==> config.mk <==
export PLATFORM = sky130hd
export DESIGN_NAME = est_cell
export DESIGN_NICKNAME = d
export VERILOG_FILES = /design/src/est_pkg.sv /design/src/est_cell.sv
export SDC_FILE = /design/constraint.sdc
export NUM_CORES = 1
export LEC_CHECK = 0
export BUFFER_PORTS_ARGS = -buffer_cell sky130_fd_sc_hd__buf_2
export CAP_MARGIN = 30
export CORE_ASPECT_RATIO = 1.25
export CORE_MARGIN = 5
export CORE_UTILIZATION = 35
export DETAILED_ROUTE_END_ITERATION = 8
export GPL_TIMING_DRIVEN = 0
export PLACE_DENSITY = 0.56
export SLEW_MARGIN = 20
export SYNTH_ARGS = -nofsm -noshare
export SYNTH_HDL_FRONTEND = slang
export SYNTH_SLANG_ARGS = --single-unit
==> constraint.sdc <==
create_clock -name clk -period 3.4 [get_ports clk]
set_input_delay 0.68 -clock clk [delete_from_list [all_inputs] [get_ports clk]]
set_output_delay 0.68 -clock clk [all_outputs]
set_load 0.1 [all_outputs]
==> src/est_pkg.sv <==
// Shared constants, types and codes for the ELF segment table checker.
package est_pkg;

	localparam int MAX_SEGMENTS = 32;
	localparam int PAGE_SHIFT   = 12;
	localparam int ADDR_W       = 64;
	localparam int PN_W         = ADDR_W - PAGE_SHIFT;
	localparam int CNT_W        = $clog2(MAX_SEGMENTS + 1);
	localparam int CFG_IDX_W    = 3;
	localparam int LIMIT_W      = 16;

	localparam logic [ADDR_W-1:0] PG_MASK = (ADDR_W'(1) << PAGE_SHIFT) - ADDR_W'(1);

	// program header type words
	localparam logic [31:0] PT_NULL      = 32'd0;
	localparam logic [31:0] PT_LOAD      = 32'd1;
	localparam logic [31:0] PT_NOTE      = 32'd4;
	localparam logic [31:0] PT_PHDR      = 32'd6;
	localparam logic [31:0] PT_GNU_STACK = 32'h6474E551;

	typedef enum logic [3:0] {
		ST_OK          = 4'd0,
		ST_UNSUPPORTED = 4'd1,
		ST_INVALID     = 4'd2,
		ST_WX          = 4'd3,
		ST_RANGE       = 4'd4,
		ST_PAGES       = 4'd5,
		ST_OVERLAP     = 4'd6,
		ST_ENTRY       = 4'd7,
		ST_FULL        = 4'd8
	} est_status_t;

	typedef enum logic [CFG_IDX_W-1:0] {
		CFG_IMAGE_SIZE    = 3'd0,
		CFG_ENTRY_ADDRESS = 3'd1,
		CFG_USER_BASE     = 3'd2,
		CFG_USER_END      = 3'd3,
		CFG_PAGE_LIMIT    = 3'd4
	} est_cfg_idx_t;

	typedef enum logic [2:0] {
		S_IDLE,
		S_CHK1,
		S_CHK2,
		S_CHK3,
		S_CHK4,
		S_CHK5,
		S_SCAN,
		S_DONE
	} est_state_t;

	typedef struct packed {
		logic [31:0]       seg_type;
		logic [31:0]       seg_flags;
		logic [ADDR_W-1:0] file_offset;
		logic [ADDR_W-1:0] virt_addr;
		logic [ADDR_W-1:0] file_bytes;
		logic [ADDR_W-1:0] mem_bytes;
		logic [ADDR_W-1:0] align_bytes;
		logic              last;
	} est_in_t;

	typedef struct packed {
		logic [3:0]         status;
		logic               final_res;
		logic [LIMIT_W-1:0] pages_used;
	} est_out_t;

	// overlap query walking down the cell chain
	typedef struct packed {
		logic            vld;
		logic            hit;
		logic [PN_W-1:0] sp;
		logic [PN_W-1:0] ep;
	} est_query_t;

endpackage

==> src/est_cell.sv <==
// One range cell: stores a page range and tests the passing query for overlap.
module est_cell (
	input  logic                   clk,
	input  logic                   arst_n,
	input  est_pkg::est_query_t    q_in,
	output est_pkg::est_query_t    q_out,
	input  logic                   occ,
	input  logic                   wr_en,
	input  logic [est_pkg::PN_W-1:0] wr_sp,
	input  logic [est_pkg::PN_W-1:0] wr_ep
);
	import est_pkg::*;

	logic [PN_W-1:0] start_q;
	logic [PN_W-1:0] end_q;
	logic            hit;

	assign hit = occ && (q_in.sp < end_q) && (start_q < q_in.ep);

	always_ff @(posedge clk) begin
		if (wr_en) begin
			start_q <= wr_sp;
			end_q   <= wr_ep;
		end
	end

	always_ff @(posedge clk or negedge arst_n) begin
		if (!arst_n) begin
			q_out <= '0;
		end else begin
			q_out.vld <= q_in.vld;
			q_out.hit <= q_in.vld && (q_in.hit || hit);
			q_out.sp  <= q_in.sp;
			q_out.ep  <= q_in.ep;
		end
	end

endmodule

==> flow_summary.yaml <==
synthesis:
  synth_top_area_share_pct: 37.4
  syn_avg_cell_area_um2: 14.5
  synth_top_family_by_area: "adder cells"
  synthMostInstantiatedCell: "dfrtp_1"
  synth_mux_area_share_pct: 0
  syn_inst: 577
  ys_top_cells_by_count: "106 x dfrtp_1, 104 x edfxtp_1, 104 x inv_1"
  synth_ff_type: "dfrtp_1"
  synth-seq-cells: 210
  synthArstFlopShare_pct: 50.5
  synth_seq_area_share_pct: 69.2
  synthSimpleGateAreaFrac_pct: 4.95
  synth.distinct_cells: 33
  synth_compound_area_share_pct: 5.88
  syn_nets: 893
  synth_area_leaders: "edfxtp_1 37%, dfrtp_1 32%, ha_1 15%, inv_1 4.7%, a21oi_1 2.6%"
  syn_area_um2: 8350
  synth_xor_area_share_pct: 0
  ys_warn_count: 0
  synth_edf_count: 104
  synth_adder_area_share_pct: 15.3
  yosys.area.top_type: "edfxtp_1"
route:
  drtAntennaViolNets: 0
  detail_route.first_pass.iterations: 4
  drc: 0
  dr_total_vias: 5501
  routedWlPerCell_um: 16.4
  drt_first_iter_violations: 175
  routed_via_density: 4.46
  finalWirelength_um: 20200
clock_network:
  cts_resized: 0
  cts_sinks: 210
  root_buffer: "clkbuf_16"
  cts_tree: "done"
  clk_pin_slew_ns: 0.06
  cts_buffers: 23
  clock_tree.buffer_depth: 3
  ctsHoldBuffers: 0
  h-tree-depth: 1
  cts_setup_buffers: 0
  clkLatencyLatePin_ns: 0.50
global_routing:
  gr-usage-met3_pct: 4.12
  grtUsageTotal_pct: 14.7
  grt_antenna_before_repair: 4
  grt_busiest_layer: "met2"
  grt_pass1_vias: 5859
  use_met1_pct: 16.8
  overflow: 0
  grt_pass1_wl_um: 30800
  grt_start_max_net_pins: 59
  use_met2_pct: 26.2
sta:
  worst_pin_slew_ns: 0.570
  fin_crit_sh_pct: 70.5
  tns_ns: 0
  fin_skew_ns: 0.0101
  fmaxAchievable_ghz: 0.417
  finalMaxSlewViolations: 0
  rsz0062_at_grt: "false"
  period_needed_ns: 2.40
  max_slew_margin_pct: 62.3
  hold_viol_final: 0
  setup_violations: 0
die:
  die_w_um: 148
  io_pins: 320
  die_h_um: 183
  num_rows: 63
  initial_core_util_pct: 35.3
  die_area_um2: 27100
  coreArea_um2: 23600
power:
  ir_drop_mv: 0.387
  p_int_w: 0.00449
  pwr-share-clk_pct: 36.9
  power.density_nw_per_um2: 567
  leakagePower_nw: 5.53
  switching_share_pct: 28.6
  power_frac_comb_pct: 17.1
  seqPwrFrac_pct: 46.0
  power.switching_w: 0.00180
  total_power_w: 0.00628
final_layout:
  fillers: 2163
  nets: 1239
  area_growth_pct: 32.8
  drive_above_1_share_pct: 38.0
setup_path:
  worst_setup_path_start_kind: "flip-flop"
  cp.required_ns: 3.77
  path_max_fanout: 3
  worstSetupPathType: "flip-flop to flip-flop"
  worstPathArrival_ns: 2.77
  critPathCaptureType: "flip-flop"
placed_design:
  place.gp.congestion: 0.739
  hpwl_um: 16400
  port-buffer-count: 319
hold_path:
  hold_class: "input port to asynchronous set/reset pin"
outcome:
  status: "finished clean"
flow_run:
  maxCapViolations: 0
[registers in the layout (all words and copies together) (netlist names)]
signal	flops
start_q	52
end_q	52
q_out	106
[worst paths after layout]
path / startpoint / end / slack, ns / cells after the start
max in group asynchronous: arst_n / q_out[6] / 2.62 / 2
min in group clk: q_in[25] / q_out[25] / 0.30 / 1
worst min-delay path: arst_n / q_out[37] / 0.12 / 1
worst max register to register: start_q[42] / q_out[104] / 1.00 / 7
worst min register to register: end_q[19] / q_out[104] / 0.80 / 5
worst max-delay path: start_q[42] / q_out[104] / 1.00 / 7
[cell families (layout without fill, tap and decap cells)]
logic type | count (synthesis) | count (layout)
fa+ha+maj | 102 | 102
buf+inv | 104 | 466
flops | 210 | 210
other cells | 0 | 2
compound gates | 81 | 81
simple gates | 80 | 80
[through the flow]
step | instances | setup slack, ns | util (%) | cell area, um2 | hold slack, ns
floorplan | 577 | 1.23 | - | 8350 | 0.384
global placement | 1188 | 0.403 | 43.6 | 10300 | 0.803
detailed placement | 1190 | 0.497 | 43.9 | 10400 | 0.657
CTS | 1231 | 0.905 | 46.9 | 11100 | 0.114
global route | 1233 | 0.856 | 46.9 | 11100 | 0.131
finish | 1233 | 1.00 | 46.9 | 11100 | 0.119
[layout by cell type (no fill, tap or decap), types with 2 or more instances in the layout]
cell type and n:
buf_2 317, dfrtp_1 106, inv_1 104, edfxtp_1 104, ha_1 102, a21oi_1 43
nand2_1 27, clkbuf_16 24, nand4_1 16, o21ai_0 13, nand3_1 12, nor2_1 11
a21o_1 7, clkbuf_1 7, a211oi_1 4, and4_1 4, a221o_1 4, clkinv_2 3
clkbuf_8 3, clkinv_1 3, diode_2 2, o211ai_1 2, buf_6 2, buf_16 2
[per-layer routing]
layer | wire length (um) | part of all wire [%]
met1 | 7730 | 38
met2 | 10300 | 51
met3 | 1570 | 7.8
met4 | 522 | 2.6
met5 | 21 | 0.10
[critical path, stage by stage, from the launching register on]
cell,delay (ns)
edfxtp_1,0.38
ha_1,0.32
and4_1,0.22
nor3b_2,0.24
nand4_1,0.31
or4_1,0.54
o2111ai_1,0.20
a211oi_2,0.05
[power by group through the flow]
stage	combinational [W]	clock, W	sequential [W]
5_1_grt	0.00118	0.00253	0.00290
3_5_place_dp	0.00109	0	0.00294
4_1_cts	0.00109	0.00242	0.00289
6_report	0.00107	0.00232	0.00289
2_1_floorplan	0.000248	0	0.00342
3_3_place_gp	0.00107	0	0.00294
[area by class of cell]
class	count	area, um2	area share [%]
Sequential cell	210	5780	52.1
Tap cell	292	365	3.30
Timing Repair Buffer	321	1660	15.0
Clock buffer	34	668	6.03
Inverter	104	390	3.52
Clock inverter	7	37.5	0.339
Multi-Input combinational cell	263	2180	19.7
Antenna cell	2	5.00	0.0451
(Power assumes the default switching activity.)
